===== config.mk =====
export PLATFORM = sky130hd
export DESIGN_NAME = nat_address_pool_allocator
export DESIGN_NICKNAME = d
export VERILOG_FILES = /design/src/hw/rtl/nap_pkg.sv /design/src/hw/rtl/nap_dpath.sv /design/src/hw/rtl/nap_ctrl.sv /design/src/hw/rtl/nat_address_pool_allocator.sv
export SDC_FILE = /design/constraint.sdc
export NUM_CORES = 1
export LEC_CHECK = 0
export BUFFER_PORTS_ARGS = -buffer_cell sky130_fd_sc_hd__buf_4
export CAP_MARGIN = 25
export CORE_UTILIZATION = 35
export CTS_CLUSTER_DIAMETER = 150
export DETAILED_ROUTE_END_ITERATION = 10
export GPL_ROUTABILITY_DRIVEN = 0
export PLACE_DENSITY = 0.53
export SLEW_MARGIN = 20
export SYNTH_ARGS = -nofsm -noshare
export SYNTH_HDL_FRONTEND = slang
export SYNTH_SLANG_ARGS = --single-unit

===== constraint.sdc =====
create_clock -name clk -period 13.5 [get_ports clk]
set_input_delay 4.05 -clock clk [delete_from_list [all_inputs] [get_ports clk]]
set_output_delay 4.05 -clock clk [all_outputs]
set_load 0.1 [all_outputs]

===== src/hw/rtl/nap_pkg.sv =====
// Shared types and constants of the NAT address pool allocator.
// Request and response payloads, controller command and status bundles.
// No dependencies.
`default_nettype none

package nap_pkg;

	localparam int ADDR_W      = 32;
	localparam int COUNT_W     = 9;
	localparam int STATUS_W    = 2;
	localparam int CFG_INDEX_W = 3;
	localparam int CFG_DATA_W  = 32;
	localparam int WORD_BITS   = 32;
	localparam int BIT_W       = 5;
	localparam int START_W     = 11;

	localparam logic OP_ALLOC = 1'b0;
	localparam logic OP_FREE  = 1'b1;

	localparam logic [STATUS_W-1:0] ST_OK          = 2'd0;
	localparam logic [STATUS_W-1:0] ST_EXHAUSTED   = 2'd1;
	localparam logic [STATUS_W-1:0] ST_NOT_IN_POOL = 2'd2;

	localparam logic CFG_KIND_BASE  = 1'b0;
	localparam logic CFG_KIND_COUNT = 1'b1;

	typedef struct packed {
		logic              operation;
		logic [ADDR_W-1:0] address;
	} nap_req_t;

	typedef struct packed {
		logic [STATUS_W-1:0] status;
		logic [ADDR_W-1:0]   granted_address;
		logic [COUNT_W-1:0]  addresses_used;
	} nap_rsp_t;

	typedef struct packed {
		logic                accept;
		logic                scan_init;
		logic                scan_step;
		logic                map_init;
		logic                map_step;
		logic                free_read;
		logic                set_bit;
		logic                clear_bit;
		logic                sweep_step;
		logic                rsp_load;
		logic [STATUS_W-1:0] rsp_status;
	} nap_cmd_t;

	typedef struct packed {
		logic req_free;
		logic total_zero;
		logic scan_valid;
		logic scan_found;
		logic scan_last;
		logic map_hit;
		logic map_last;
		logic free_oob;
		logic bit_set;
		logic sweep_done;
	} nap_sts_t;

endpackage

`default_nettype wire


===== src/hw/rtl/nap_dpath.sv =====
// Datapath of the NAT address pool allocator: range registers, in-use
// bitmap memory, first-free scan, range mapping and response register.
// Depends on nap_pkg.
`default_nettype none

module nap_dpath #(
	parameter int POOL_SIZE   = 256,
	parameter int RANGE_SLOTS = 4
) (
	input  wire logic                             clk,
	input  wire logic                             arst_n,
	input  wire logic                             cfg_write,
	input  wire logic [nap_pkg::CFG_INDEX_W-1:0]  cfg_index,
	input  wire logic [nap_pkg::CFG_DATA_W-1:0]   cfg_data,
	input  wire nap_pkg::nap_req_t                req,
	input  wire nap_pkg::nap_cmd_t                cmd,
	output nap_pkg::nap_sts_t                     sts,
	output nap_pkg::nap_rsp_t                     rsp
);

	import nap_pkg::*;

	localparam int ROWS   = (POOL_SIZE + WORD_BITS - 1) / WORD_BITS;
	localparam int ROW_W  = (ROWS > 1) ? $clog2(ROWS) : 1;
	localparam int GIDX_W = ROW_W + BIT_W;
	localparam int TOT_W  = $clog2(POOL_SIZE + 1);
	localparam int K_W    = (RANGE_SLOTS > 1) ? $clog2(RANGE_SLOTS) : 1;
	localparam int MW     = ((GIDX_W > START_W) ? GIDX_W : START_W) + 2;

	logic [ADDR_W-1:0]    base_q [RANGE_SLOTS];
	logic [COUNT_W-1:0]   count_q [RANGE_SLOTS];

	logic [WORD_BITS-1:0] mem [ROWS];
	logic [WORD_BITS-1:0] rd_data_s1;
	logic [ROW_W-1:0]     data_row_s1;
	logic                 data_vld_s1;
	logic [ROW_W-1:0]     row_q;
	logic [ROW_W-1:0]     sweep_q;
	logic [ROW_W-1:0]     last_row_q;
	logic [BIT_W-1:0]     last_bit_q;
	logic [K_W-1:0]       k_q;
	logic [START_W-1:0]   start_q;
	logic [GIDX_W-1:0]    idx_q;
	logic [TOT_W-1:0]     used_q;
	logic                 op_q;
	logic [ADDR_W-1:0]    addr_q;
	logic [ADDR_W-1:0]    grant_q;
	nap_rsp_t             rsp_q;

	logic [MW-1:0]        sum;
	logic [TOT_W-1:0]     sat_total;
	logic [GIDX_W-1:0]    tm1;
	logic [WORD_BITS-1:0] thermo;
	logic [WORD_BITS-1:0] mask;
	logic [WORD_BITS-1:0] free_bits;
	logic [BIT_W-1:0]     hit_bit;
	logic [ADDR_W-1:0]    base_k;
	logic [COUNT_W-1:0]   count_k;
	logic                 alloc_hit;
	logic [MW-1:0]        alloc_off;
	logic [ADDR_W-1:0]    off;
	logic                 free_hit;
	logic [MW-1:0]        free_gidx;
	logic [ROW_W-1:0]     idx_row;
	logic [WORD_BITS-1:0] idx_onehot;
	logic                 mem_we;
	logic                 mem_rd;
	logic [ROW_W-1:0]     wr_row;
	logic [ROW_W-1:0]     rd_row;
	logic [WORD_BITS-1:0] wr_data;

	always_ff @(posedge clk or negedge arst_n) begin
		if (!arst_n) begin
			for (int s = 0; s < RANGE_SLOTS; s++) begin
				base_q[s]  <= '0;
				count_q[s] <= '0;
			end
		end else if (cfg_write) begin
			for (int s = 0; s < RANGE_SLOTS; s++) begin
				if (cfg_index[CFG_INDEX_W-1:1] == (CFG_INDEX_W-1)'(s)) begin
					if (cfg_index[0] == CFG_KIND_BASE) begin
						base_q[s] <= cfg_data[ADDR_W-1:0];
					end else begin
						count_q[s] <= cfg_data[COUNT_W-1:0];
					end
				end
			end
		end
	end

	always_comb begin
		sum = '0;
		for (int s = 0; s < RANGE_SLOTS; s++) begin
			sum = sum + MW'(count_q[s]);
		end
		if (sum >= MW'(POOL_SIZE)) begin
			sat_total = TOT_W'(POOL_SIZE);
		end else begin
			sat_total = TOT_W'(sum);
		end
		tm1 = GIDX_W'(sat_total - TOT_W'(1));
	end

	always_comb begin
		thermo = {WORD_BITS{1'b1}} >> (BIT_W'(WORD_BITS - 1) - last_bit_q);
		if (data_row_s1 < last_row_q) begin
			mask = '1;
		end else if (data_row_s1 == last_row_q) begin
			mask = thermo;
		end else begin
			mask = '0;
		end
		free_bits = ~rd_data_s1 & mask;
		hit_bit   = '0;
		for (int b = WORD_BITS - 1; b >= 0; b--) begin
			if (free_bits[b]) begin
				hit_bit = BIT_W'(b);
			end
		end
	end

	always_comb begin
		base_k     = base_q[k_q];
		count_k    = count_q[k_q];
		alloc_hit  = MW'(idx_q) < (MW'(start_q) + MW'(count_k));
		alloc_off  = MW'(idx_q) - MW'(start_q);
		off        = addr_q - base_k;
		free_hit   = off < ADDR_W'(count_k);
		free_gidx  = MW'(start_q) + MW'(off[COUNT_W-1:0]);
		idx_row    = idx_q[GIDX_W-1:BIT_W];
		idx_onehot = WORD_BITS'(1) << idx_q[BIT_W-1:0];
	end

	always_comb begin
		mem_rd  = cmd.scan_step | cmd.free_read;
		rd_row  = cmd.free_read ? idx_row : row_q;
		mem_we  = cmd.sweep_step | cmd.set_bit | cmd.clear_bit;
		wr_row  = cmd.sweep_step ? sweep_q : idx_row;
		if (cmd.set_bit) begin
			wr_data = rd_data_s1 | idx_onehot;
		end else if (cmd.clear_bit) begin
			wr_data = rd_data_s1 & ~idx_onehot;
		end else begin
			wr_data = '0;
		end
	end

	always_ff @(posedge clk) begin
		if (mem_we) begin
			mem[wr_row] <= wr_data;
		end
		if (mem_rd) begin
			rd_data_s1 <= mem[rd_row];
		end
	end

	always_ff @(posedge clk or negedge arst_n) begin
		if (!arst_n) begin
			row_q       <= '0;
			data_row_s1 <= '0;
			data_vld_s1 <= 1'b0;
			sweep_q     <= '0;
			k_q         <= '0;
			start_q     <= '0;
			used_q      <= '0;
		end else begin
			if (cmd.scan_init) begin
				row_q       <= '0;
				data_vld_s1 <= 1'b0;
			end else if (cmd.scan_step) begin
				if (row_q != ROW_W'(ROWS - 1)) begin
					row_q <= row_q + ROW_W'(1);
				end
				data_row_s1 <= row_q;
				data_vld_s1 <= 1'b1;
			end
			if (cmd.sweep_step && !sts.sweep_done) begin
				sweep_q <= sweep_q + ROW_W'(1);
			end
			if (cmd.accept || cmd.map_init) begin
				k_q     <= '0;
				start_q <= '0;
			end else if (cmd.map_step && !sts.map_hit && !sts.map_last) begin
				k_q     <= k_q + K_W'(1);
				start_q <= START_W'(start_q + START_W'(count_k));
			end
			if (cmd.set_bit) begin
				used_q <= used_q + TOT_W'(1);
			end else if (cmd.clear_bit) begin
				used_q <= used_q - TOT_W'(1);
			end
		end
	end

	always_ff @(posedge clk) begin
		if (cmd.accept) begin
			op_q    <= req.operation;
			addr_q  <= req.address;
			grant_q <= '0;
		end
		if (cmd.scan_init) begin
			last_row_q <= tm1[GIDX_W-1:BIT_W];
			last_bit_q <= tm1[BIT_W-1:0];
		end
		if (cmd.map_init) begin
			idx_q <= {data_row_s1, hit_bit};
		end else if (cmd.map_step && sts.map_hit) begin
			if (op_q == OP_FREE) begin
				idx_q <= GIDX_W'(free_gidx);
			end else begin
				grant_q <= base_k + ADDR_W'(alloc_off);
			end
		end
		if (cmd.rsp_load) begin
			rsp_q.status          <= cmd.rsp_status;
			rsp_q.granted_address <= grant_q;
			rsp_q.addresses_used  <= COUNT_W'(used_q);
		end
	end

	always_comb begin
		sts.req_free   = req.operation == OP_FREE;
		sts.total_zero = sat_total == '0;
		sts.scan_valid = data_vld_s1;
		sts.scan_found = |free_bits;
		sts.scan_last  = data_row_s1 == last_row_q;
		sts.map_hit    = (op_q == OP_FREE) ? free_hit : alloc_hit;
		sts.map_last   = k_q == K_W'(RANGE_SLOTS - 1);
		sts.free_oob   = free_gidx >= MW'(POOL_SIZE);
		sts.bit_set    = rd_data_s1[idx_q[BIT_W-1:0]];
		sts.sweep_done = sweep_q == ROW_W'(ROWS - 1);
	end

	assign rsp = rsp_q;

	a_used_bounded: assert property (@(posedge clk) disable iff (!arst_n)
		used_q <= TOT_W'(POOL_SIZE))
		else $error("used count above pool size");

	a_set_was_free: assert property (@(posedge clk) disable iff (!arst_n)
		cmd.set_bit |-> !rd_data_s1[idx_q[BIT_W-1:0]])
		else $error("allocating an address already in use");

	a_clear_nonzero: assert property (@(posedge clk) disable iff (!arst_n)
		cmd.clear_bit |-> used_q != '0)
		else $error("freeing with zero used count");

endmodule

`default_nettype wire


===== src/hw/rtl/nap_ctrl.sv =====
// Controller of the NAT address pool allocator: sequences the bitmap
// clearing pass, the allocate and free steps and the response handoff.
// Depends on nap_pkg.
`default_nettype none

module nap_ctrl (
	input  wire logic               clk,
	input  wire logic               arst_n,
	input  wire logic               req_valid,
	output logic                    req_stall,
	output logic                    rsp_valid,
	input  wire logic               rsp_stall,
	input  wire nap_pkg::nap_sts_t  sts,
	output nap_pkg::nap_cmd_t       cmd
);

	import nap_pkg::*;

	typedef enum logic [3:0] {
		S_SWEEP,
		S_IDLE,
		S_ATOTAL,
		S_ASCAN,
		S_AMAP,
		S_ASET,
		S_FMAP,
		S_FREAD,
		S_FCHECK,
		S_RESULT
	} state_t;

	state_t              state_q;
	state_t              state_d;
	logic [STATUS_W-1:0] status_q;
	logic [STATUS_W-1:0] status_d;
	logic                rsp_valid_q;
	logic                rsp_valid_d;

	always_comb begin
		cmd         = '0;
		state_d     = state_q;
		status_d    = status_q;
		rsp_valid_d = rsp_valid_q;
		if (rsp_valid_q && !rsp_stall) begin
			rsp_valid_d = 1'b0;
		end
		case (state_q)
			S_SWEEP: begin
				cmd.sweep_step = 1'b1;
				if (sts.sweep_done) begin
					state_d = S_IDLE;
				end
			end
			S_IDLE: begin
				if (req_valid) begin
					cmd.accept = 1'b1;
					state_d    = sts.req_free ? S_FMAP : S_ATOTAL;
				end
			end
			S_ATOTAL: begin
				cmd.scan_init = 1'b1;
				if (sts.total_zero) begin
					status_d = ST_EXHAUSTED;
					state_d  = S_RESULT;
				end else begin
					state_d = S_ASCAN;
				end
			end
			S_ASCAN: begin
				if (sts.scan_valid && sts.scan_found) begin
					cmd.map_init = 1'b1;
					state_d      = S_AMAP;
				end else if (sts.scan_valid && sts.scan_last) begin
					status_d = ST_EXHAUSTED;
					state_d  = S_RESULT;
				end else begin
					cmd.scan_step = 1'b1;
				end
			end
			S_AMAP: begin
				cmd.map_step = 1'b1;
				if (sts.map_hit) begin
					state_d = S_ASET;
				end else if (sts.map_last) begin
					status_d = ST_EXHAUSTED;
					state_d  = S_RESULT;
				end
			end
			S_ASET: begin
				cmd.set_bit = 1'b1;
				status_d    = ST_OK;
				state_d     = S_RESULT;
			end
			S_FMAP: begin
				cmd.map_step = 1'b1;
				if (sts.map_hit) begin
					if (sts.free_oob) begin
						status_d = ST_NOT_IN_POOL;
						state_d  = S_RESULT;
					end else begin
						state_d = S_FREAD;
					end
				end else if (sts.map_last) begin
					status_d = ST_NOT_IN_POOL;
					state_d  = S_RESULT;
				end
			end
			S_FREAD: begin
				cmd.free_read = 1'b1;
				state_d       = S_FCHECK;
			end
			S_FCHECK: begin
				cmd.clear_bit = sts.bit_set;
				status_d      = ST_OK;
				state_d       = S_RESULT;
			end
			S_RESULT: begin
				if (!rsp_valid_q || !rsp_stall) begin
					cmd.rsp_load   = 1'b1;
					cmd.rsp_status = status_q;
					rsp_valid_d    = 1'b1;
					state_d        = S_IDLE;
				end
			end
			default: begin
				state_d = S_IDLE;
			end
		endcase
	end

	always_ff @(posedge clk or negedge arst_n) begin
		if (!arst_n) begin
			state_q     <= S_SWEEP;
			status_q    <= ST_OK;
			rsp_valid_q <= 1'b0;
		end else begin
			state_q     <= state_d;
			status_q    <= status_d;
			rsp_valid_q <= rsp_valid_d;
		end
	end

	assign req_stall = state_q != S_IDLE;
	assign rsp_valid = rsp_valid_q;

	a_one_mem_op: assert property (@(posedge clk) disable iff (!arst_n)
		$onehot0({cmd.sweep_step, cmd.set_bit, cmd.clear_bit, cmd.scan_step, cmd.free_read}))
		else $error("more than one bitmap access in a cycle");

	a_accept_leaves_idle: assert property (@(posedge clk) disable iff (!arst_n)
		cmd.accept |=> state_q != S_IDLE)
		else $error("request accepted but controller stayed idle");

endmodule

`default_nettype wire


===== src/hw/rtl/nat_address_pool_allocator.sv =====
// Top level of the NAT address pool allocator: controller plus datapath.
// Depends on nap_pkg, nap_ctrl and nap_dpath.
//
// Hands out IPv4 addresses from up to four configured ranges laid end to end
// in one in-use bitmap, stored as 32-bit rows in a single-port memory. One
// request is worked on at a time. An allocate scans the bitmap rows for
// the first free bit (one row per cycle, at most ceil(POOL_SIZE/32), eight
// by default), steps through the ranges (one per cycle, at most
// RANGE_SLOTS) to map it to an address and sets the bit; an empty pool or
// a search that finds no free address answers exhausted. A free steps
// through the ranges, reads the bitmap row and clears the bit if it is set,
// or answers not in pool. A response waits while an earlier one is still
// stalled, and the next request is taken in the cycle after the response is
// loaded. The rate is set by the row scan of the bitmap memory. After reset
// a clearing pass writes zero to every row, during which no request is
// accepted; configuration writes are taken at any time but must only be
// issued while the block is idle.
`default_nettype none

module nat_address_pool_allocator #(
	parameter int POOL_SIZE   = 256,
	parameter int RANGE_SLOTS = 4
) (
	input  wire logic                            clk,
	input  wire logic                            arst_n,
	input  wire logic                            cfg_write,
	input  wire logic [nap_pkg::CFG_INDEX_W-1:0] cfg_index,
	input  wire logic [nap_pkg::CFG_DATA_W-1:0]  cfg_data,
	input  wire logic                            req_valid,
	output logic                                 req_stall,
	input  wire nap_pkg::nap_req_t               req,
	output logic                                 rsp_valid,
	input  wire logic                            rsp_stall,
	output nap_pkg::nap_rsp_t                    rsp
);

	import nap_pkg::*;

	nap_cmd_t cmd;
	nap_sts_t sts;

	nap_ctrl u_ctrl (
		.clk       (clk),
		.arst_n    (arst_n),
		.req_valid (req_valid),
		.req_stall (req_stall),
		.rsp_valid (rsp_valid),
		.rsp_stall (rsp_stall),
		.sts       (sts),
		.cmd       (cmd)
	);

	nap_dpath #(
		.POOL_SIZE   (POOL_SIZE),
		.RANGE_SLOTS (RANGE_SLOTS)
	) u_dpath (
		.clk       (clk),
		.arst_n    (arst_n),
		.cfg_write (cfg_write),
		.cfg_index (cfg_index),
		.cfg_data  (cfg_data),
		.req       (req),
		.cmd       (cmd),
		.sts       (sts),
		.rsp       (rsp)
	);

endmodule

`default_nettype wire

==> results of run 1 <==
## final timing paths
path | end | slack [ns]
min | u_dpath.rsp[33] | 0.43
max reg2reg | u_dpath.grant_q[13] | 6.68
max | u_dpath.grant_q[13] | 6.68
min reg2reg | u_dpath.rsp[33] | 0.43
max in group asynchronous | u_dpath.k_q[0] | 8.04
min in group asynchronous | u_dpath.base_q[119] | 3.46
## state kept, by name, indices dropped and copies added, names as in the netlist
register             count
u_dpath.mem            256
u_dpath.base_q         128
u_dpath.rsp             43
u_dpath.count_q         36
u_dpath.addr_q          32
u_dpath.grant_q         32
u_dpath.rd_data_s1      32
u_dpath.start_q         11
u_dpath.used_q           9
u_dpath.idx_q            8
u_dpath.last_bit_q       5
u_ctrl.state_q           4
u_dpath.data_row_s1      3
u_dpath.last_row_q       3
u_dpath.row_q            3
u_dpath.sweep_q          3
u_ctrl.status_q          2
u_dpath.k_q              2
u_ctrl.rsp_valid         1
u_dpath.data_vld_s1      1
u_dpath.op_q             1
## synth_stat cells (7+ instances only)
master	instances	area share, %
nand3b_1	9	0.22
nor2b_1	17	0.34
a21oi_1	126	2.0
buf_1	16	0.19
o211ai_1	9	0.22
nor3_1	36	0.57
mux4_2	113	8.1
mux2i_1	53	1.7
o21a_1	45	1.1
or3_1	11	0.22
xor2_1	29	0.81
xnor2_1	61	1.7
and2_1	11	0.22
nand3_1	31	0.49
nor2_1	152	1.8
buf_4	7	0.17
a31oi_1	14	0.28
mux2_2	210	7.5
nand2b_1	23	0.46
dfxtp_1	32	2.0
or2_2	10	0.20
dfrtp_1	203	16
fa_1	17	1.1
a211oi_1	12	0.29
o21bai_1	14	0.33
a21o_1	25	0.60
a22oi_1	7	0.17
nor4_1	7	0.14
o21ai_0	101	1.6
inv_1	134	1.6
ha_1	120	4.8
clkbuf_1	68	0.81
buf_2	10	0.16
o21ai_1	7	0.11
nand4_1	15	0.30
nand2_1	147	1.8
edfxtp_1	380	36
## through the flow
| stage | util (%) | setup slack, ns | hold slack (ns) | instances | instance area [um2] |
|---|---|---|---|---|---|
| floorplan | - | 6.85 | 0.401 | 2395 | 31400 |
| global placement | 37.9 | 6.65 | 0.414 | 3600 | 33600 |
| detailed placement | 37.9 | 6.65 | 0.415 | 3601 | 33600 |
| CTS | 40.3 | 6.65 | 0.430 | 3724 | 35700 |
| global route | 40.4 | 6.22 | 0.440 | 3728 | 35800 |
| finish | 40.4 | 6.68 | 0.431 | 3728 | 35800 |
## area by class of cell
cell class | count | area (um2) | area share [%]
multi-input combinational | 1540 | 13400 | 37.4
clock buffer | 93 | 1890 | 5.28
antenna | 1 | 2.50 | 0.00699
clock inverter | 30 | 275 | 0.769
inverter | 134 | 503 | 1.41
timing repair buffer | 150 | 1150 | 3.21
tap | 1165 | 1460 | 4.07
sequential | 615 | 17100 | 47.9
## worst max-delay path: cells and delay by family, from the launching register on
family,cells,cell delay [ns]
buffers and inverters,1,0.66
XOR/XNOR,1,0.17
AO/OA/AOI/OAI,3,0.68
AND/OR/NAND/NOR,9,2.65
multiplexers,2,1.05
flip-flops,1,0.65
adder cells (fa/ha/maj),3,0.83
## power by group
| group | internal [mW] | switching [mW] |
|---|---|---|
| Combinational | 1.81 | 2.73 |
| Clock | 1.03 | 0.773 |
| Sequential | 2.54 | 0.285 |
| Total | 5.38 | 3.79 |
## logic make-up (layout without fill, tap and decap cells)
family / Yosys count / after routing / synth area share [%]
flip-flops: 615 / 615 / 54.6
buffers and inverters: 240 / 407 / 3.20
XOR/XNOR: 90 / 90 / 2.51
adder cells (fa/ha/maj): 137 / 137 / 5.87
other: 0 / 1 / 0
AO/OA/AOI/OAI: 429 / 429 / 8.65
multiplexers: 377 / 377 / 17.4
AND/OR/NAND/NOR: 507 / 507 / 7.78
## per-layer routing
layer,up-vias,part of all wire [%]
li1,9170,-
met1,10200,45
met2,620,48
met3,149,4.5
met4,0,2.6
met5,-,0
==> metrics.txt, run 1 <==
outcome finished with violations; failing checks design-rule violations; post-CTS sizing 0; Global Route met2 Usage roughly 30%; yosys warns 0; pwr/cell area between 200 and 300 nW/um2; LEAKAGE about 14 nW; Seq cells post-synth 615; grt met3 use about 2.4%; Final Power between 9 and 10 mW; detailed-route wire length around 80000 um; GRT Util Overall approximately 18%; clk_lat worst skew between 0.6 and 0.7 ns; HPWL Detailed 55100 um; share of layout cells above drive strength 1 24.1%; fin crit share between 50% and 60%; die area about 91000 um2; Syn Area/Cell 13.1 um2; startpoint type of the worst setup path register; cts hold-fix bufs 0; Post-synth EDFFs between 300 and 400; Iter 0 DRT Violations between 1500 and 2000; busiest layer in global routing met2; Slowest cell on crit path or3_2; Top FF cell, synth edfxtp_1; cell count after synthesis ~2400; hold path depth 0; worst r2r path cells 19; worst-path cell chain buf_4 > mux4_2 > ha_1 > fa_1 > and2b_1 > o31a_1 > o21ai_2 > xnor2_1 > ha_1 > nand3b_1 > a2111oi_0 > nand4_1 > nor3_1 > and4_1 > nand4_1 > or4b_4 > and2_4 > or3_2 > mux2_4; grt total ovfl 0; # setup viols final 0; Worst path max stage delay ~0.87 ns; Clock transition at path regs about 0.060 ns; max-cap violation count 0; Unique masters post-synth 85; Die Y 301 um; root buf cell clkbuf_16; Synth async-reset ratio between 30% and 40%; detailed-route DRC error count 34; syn nets between 2000 and 3000; Seq/Total Area, Yosys between 50% and 60%; clock buffer depth 3; commonest non-fill, non-tap cell in the layout edfxtp_1; core footprint between 80000 and 90000 um2; Worst Path Arrival 7.33 ns; Slew Limit Fails 0; routed via count ~20000; Final ANT Viol Nets 0; CP Capture Type register; first-pass GRT wire length between 100000 and 150000 um; TritonCTS clock tree yes; Crit Path Category reg -> reg; most frequent cells in the layout 380 x edfxtp_1, 210 x mux2_2, 201 x dfrtp_1; RSZ-0062 raised after global routing false; minimum clock period between 6 and 7 ns; Nets 2719; worst slew pin tran 1.03 ns; hold path startpoint u_dpath.grant_q[24]; H-tree Lvls 3; vias in the first global route between 20000 and 25000; Hold Crit Class reg -> reg; average wire per standard cell roughly 22 um; synthesized cell area approximately 31000 um2; vias per cell 5.41; initial antenna violation count 1; CP max FO 34; count of final hold-check violations 0; max frequency ~150 MHz; R2R Path Start u_dpath.k_q[0]; Initial Util a little over a third; required time of the critical path 14.01 ns; Rel. slew slack 30.8%; Clock Sinks about 620; row cnt 109; VDD IR-drop max 135 uV; post-CTS setup buffer count 0; CP startpoint u_dpath.k_q[0]; Setup TNS 0 ns; fill count 8178; number of port buffers roughly 120; Die X around 300 um; area added between synthesis and finish 14.0%; skew final 0.0499 ns; pin count of the biggest net entering global routing 80; Top Ports between 100 and 150; global routing usage on met1 between 20% and 30%; Pre-antenna DRT Iters 10; CTS buffer count 68
(Power assumes the default switching activity.)
==> inputs of run 2 (changes only) <==
--- a/config.mk
+++ b/config.mk
@@ -11,7 +11,7 @@
 export CTS_CLUSTER_DIAMETER = 150
 export DETAILED_ROUTE_END_ITERATION = 10
 export GPL_ROUTABILITY_DRIVEN = 0
-export PLACE_DENSITY = 0.53
+export PLACE_DENSITY = 0.55
 export SLEW_MARGIN = 20
 export SYNTH_ARGS = -nofsm -noshare
 export SYNTH_HDL_FRONTEND = slang
==> constraint.sdc (replaced) <==
create_clock -name clk -period 6 [get_ports clk]
set_input_delay 1.8 -clock clk [delete_from_list [all_inputs] [get_ports clk]]
set_output_delay 1.8 -clock clk [all_outputs]
set_load 0.1 [all_outputs]
==> run 2 against run 1 <==
Effect of this change: the run still ends with design-rule violations left; final cell count increased by 0.35%; register-to-register slack got worse by 6.4 ns; sequential cell count unchanged; via count decreased by 0.17%; die area unchanged; count of clock-buffer cells in the layout unchanged; critical path depth decreased by 1; first-iteration DRC count decreased by 13%; core utilization increased by 0.32 points; routed wire length about the same; critical path type unchanged; critical endpoint is now u_dpath.grant_q[26]; largest cell class unchanged.
==> metrics.txt, run 2 (synthesis results as in run 1) <==
outcome finished with violations (unchanged); failing checks design-rule violations (unchanged); max frequency 175 MHz (was 147 MHz); Slowest cell on crit path or3_2 (unchanged); number of port buffers 117 (unchanged); commonest non-fill, non-tap cell in the layout edfxtp_1 (unchanged); VDD IR-drop max 270 uV (was 135 uV); Rel. slew slack 30.4% (was 30.8%); detailed-route DRC error count 30 (was 34); detailed-route wire length 81000 um (was 81100 um); minimum clock period 5.71 ns (was 6.82 ns); pin count of the biggest net entering global routing 95 (was 80); average wire per standard cell 21.7 um (about the same); RSZ-0062 raised after global routing false (unchanged); Iter 0 DRT Violations 1494 (was 1719); Worst path max stage delay 0.61 ns (was 0.87 ns); worst-path cell chain buf_4 > buf_4 > mux2_2 > o21ai_0 > buf_4 > ha_1 > o21a_1 > nor2_1 > xnor2_1 > or4_1 > nor3_1 > and4_1 > nand4_1 > or4b_4 > and2_4 > or3_2 > buf_12 > mux2i_1 (was buf_4 > mux4_2 > ha_1 > fa_1 > and2b_1 > o31a_1 > o21ai_2 > xnor2_1 > ha_1 > nand3b_1 > a2111oi_0 > nand4_1 > nor3_1 > and4_1 > nand4_1 > or4b_4 > and2_4 > or3_2 > mux2_4); post-place setup slack 0.282 ns (was 6.65 ns); final setup margin 0.288 ns (was 6.68 ns); CP max FO 25 (was 34); area added between synthesis and finish 15.0% (was 14.0%); largest register by flop count u_dpath.mem (unchanged); first-pass GRT wire length 123000 um (was 124000 um); Nets 2732 (was 2719); count of final hold-check violations 0 (unchanged); CP Capture Type register (unchanged); pwr/cell area 579 nW/um2 (was 256 nW/um2); n_diodes 0 (was 1); skew final 0.0270 ns (was 0.0499 ns); startpoint type of the worst setup path register (unchanged); Die Y 301 um (unchanged); Setup TNS 0 ns (unchanged); CTS buffer count 68 (unchanged); Top Ports 118 (unchanged); core footprint 88600 um2 (unchanged); root buf cell clkbuf_16 (unchanged); Initial Util 35.4% (unchanged); clock buffer depth 3 (unchanged); Crit Path Category reg -> reg (unchanged); TritonCTS clock tree yes (unchanged); crit-path leading delay family simple AND/OR/NAND/NOR gates (unchanged); GRT Util Overall 17.8% (was 17.9%); Top cell by count, worst path buf_4; worst slew pin tran 1.04 ns (was 1.03 ns); Hold Crit Class reg -> reg (unchanged); most frequent cells in the layout 380 x edfxtp_1, 210 x mux2_2, 201 x dfrtp_1 (unchanged); Slew Limit Fails 0 (unchanged); Clock transition at path regs 0.06 ns (about the same); Worst Path Arrival 6.21 ns (was 7.33 ns); Clock Sinks 615 (unchanged); row cnt 109 (unchanged); max FFs per register 256 (unchanged); Die X 301 um (unchanged); cts hold-fix bufs 0 (unchanged); dpl cells 3613 (was 3601); die area 90800 um2 (unchanged); grt total ovfl 0 (unchanged); H-tree Lvls 3 (unchanged); LEAKAGE 13.9 nW (was 13.7 nW); fin crit share 95.2% (was 50.5%); share of layout cells above drive strength 1 24.7% (was 24.1%); vias in the first global route 20200 (was 20300); Fin Hold WS 0.430 ns (was 0.431 ns); Final ANT Viol Nets 0 (unchanged); Final Cell Area 36100 um2 (was 35800 um2); Pre-antenna DRT Iters 8 (was 10); # setup viols final 0 (unchanged); fin cells 3741 (was 3728); placed cell area 33700 um2 (was 33600 um2); clk_lat worst skew 0.63 ns (about the same); critical path buffer and inverter count 4 (was 1); routed via count 20100 (was 20200); HPWL Detailed 55300 um (was 55100 um); required time of the critical path 6.50 ns (was 14.01 ns); vias per cell 5.38 (was 5.41); initial antenna violation count 0 (was 1); max-cap violation count 0 (unchanged)
-- run 2: stage by stage --
step	total power [mW]	util (%)
3_3_place_gp	16.4	38.0
4_1_cts	21.0	40.6
6_report	20.9	40.7
3_5_place_dp	16.6	38.0
2_1_floorplan	13.6	-
5_1_grt	22.2	40.7
-- run 2: final timing paths --
kind,from,to,slack [ns],cells after the start
hold reg to reg,u_dpath.grant_q[27],u_dpath.rsp[36],0.43,0
setup / recovery,u_dpath.k_q[1],u_dpath.grant_q[26],0.29,18
min in group asynchronous,arst_n,u_dpath.base_q[122],1.26,1
max in group asynchronous,arst_n,u_dpath.count_q[22],3.73,2
setup reg to reg,u_dpath.k_q[1],u_dpath.grant_q[26],0.29,18
hold / removal,u_dpath.grant_q[27],u_dpath.rsp[36],0.43,0
-- run 2: routing by layer --
layer,vias to the layer above,global-route usage (%),routed length [um]
li1,9204,-,-
met1,10300,24.3,36500
met2,541,29.5,39200
met3,108,2.49,3760
met4,0,4.56,1590
met5,-,0,0
-- run 2: area by class of cell --
cell class | count | area, um2
Tap cell | 1165 | 1460
Sequential cell | 615 | 17100
Clock buffer | 93 | 1920
Timing Repair Buffer | 163 | 1290
Inverter | 134 | 503
Multi-Input combinational cell | 1540 | 13400
Clock inverter | 31 | 383
Fill cell | 8214 | 52600
-- run 2: power breakdown --
part | switching, mW | total (mW) | internal [mW]
sequential | 0.609 | 6.32 | 5.71
combinational | 6.13 | 10.3 | 4.14
clock | 1.75 | 4.28 | 2.53
total | 8.49 | 20.9 | 12.4
-- run 2: what timing repair did --
action | CTS | global route
resized for setup | 0 | 3
buffers inserted | 0 | 3
setup endpoints to repair | 0 | 25
-- run 2: worst register-to-register path: cells and delay by family (launching register included) --
family | cells | cell delay [ns]
XOR/XNOR | 1 | 0.07
buffers and inverters | 4 | 1.15
flip-flops | 1 | 0.43
AO/OA/AOI/OAI | 2 | 0.55
adder cells (fa/ha/maj) | 1 | 0.32
multiplexers | 2 | 0.50
AND/OR/NAND/NOR | 8 | 2.55
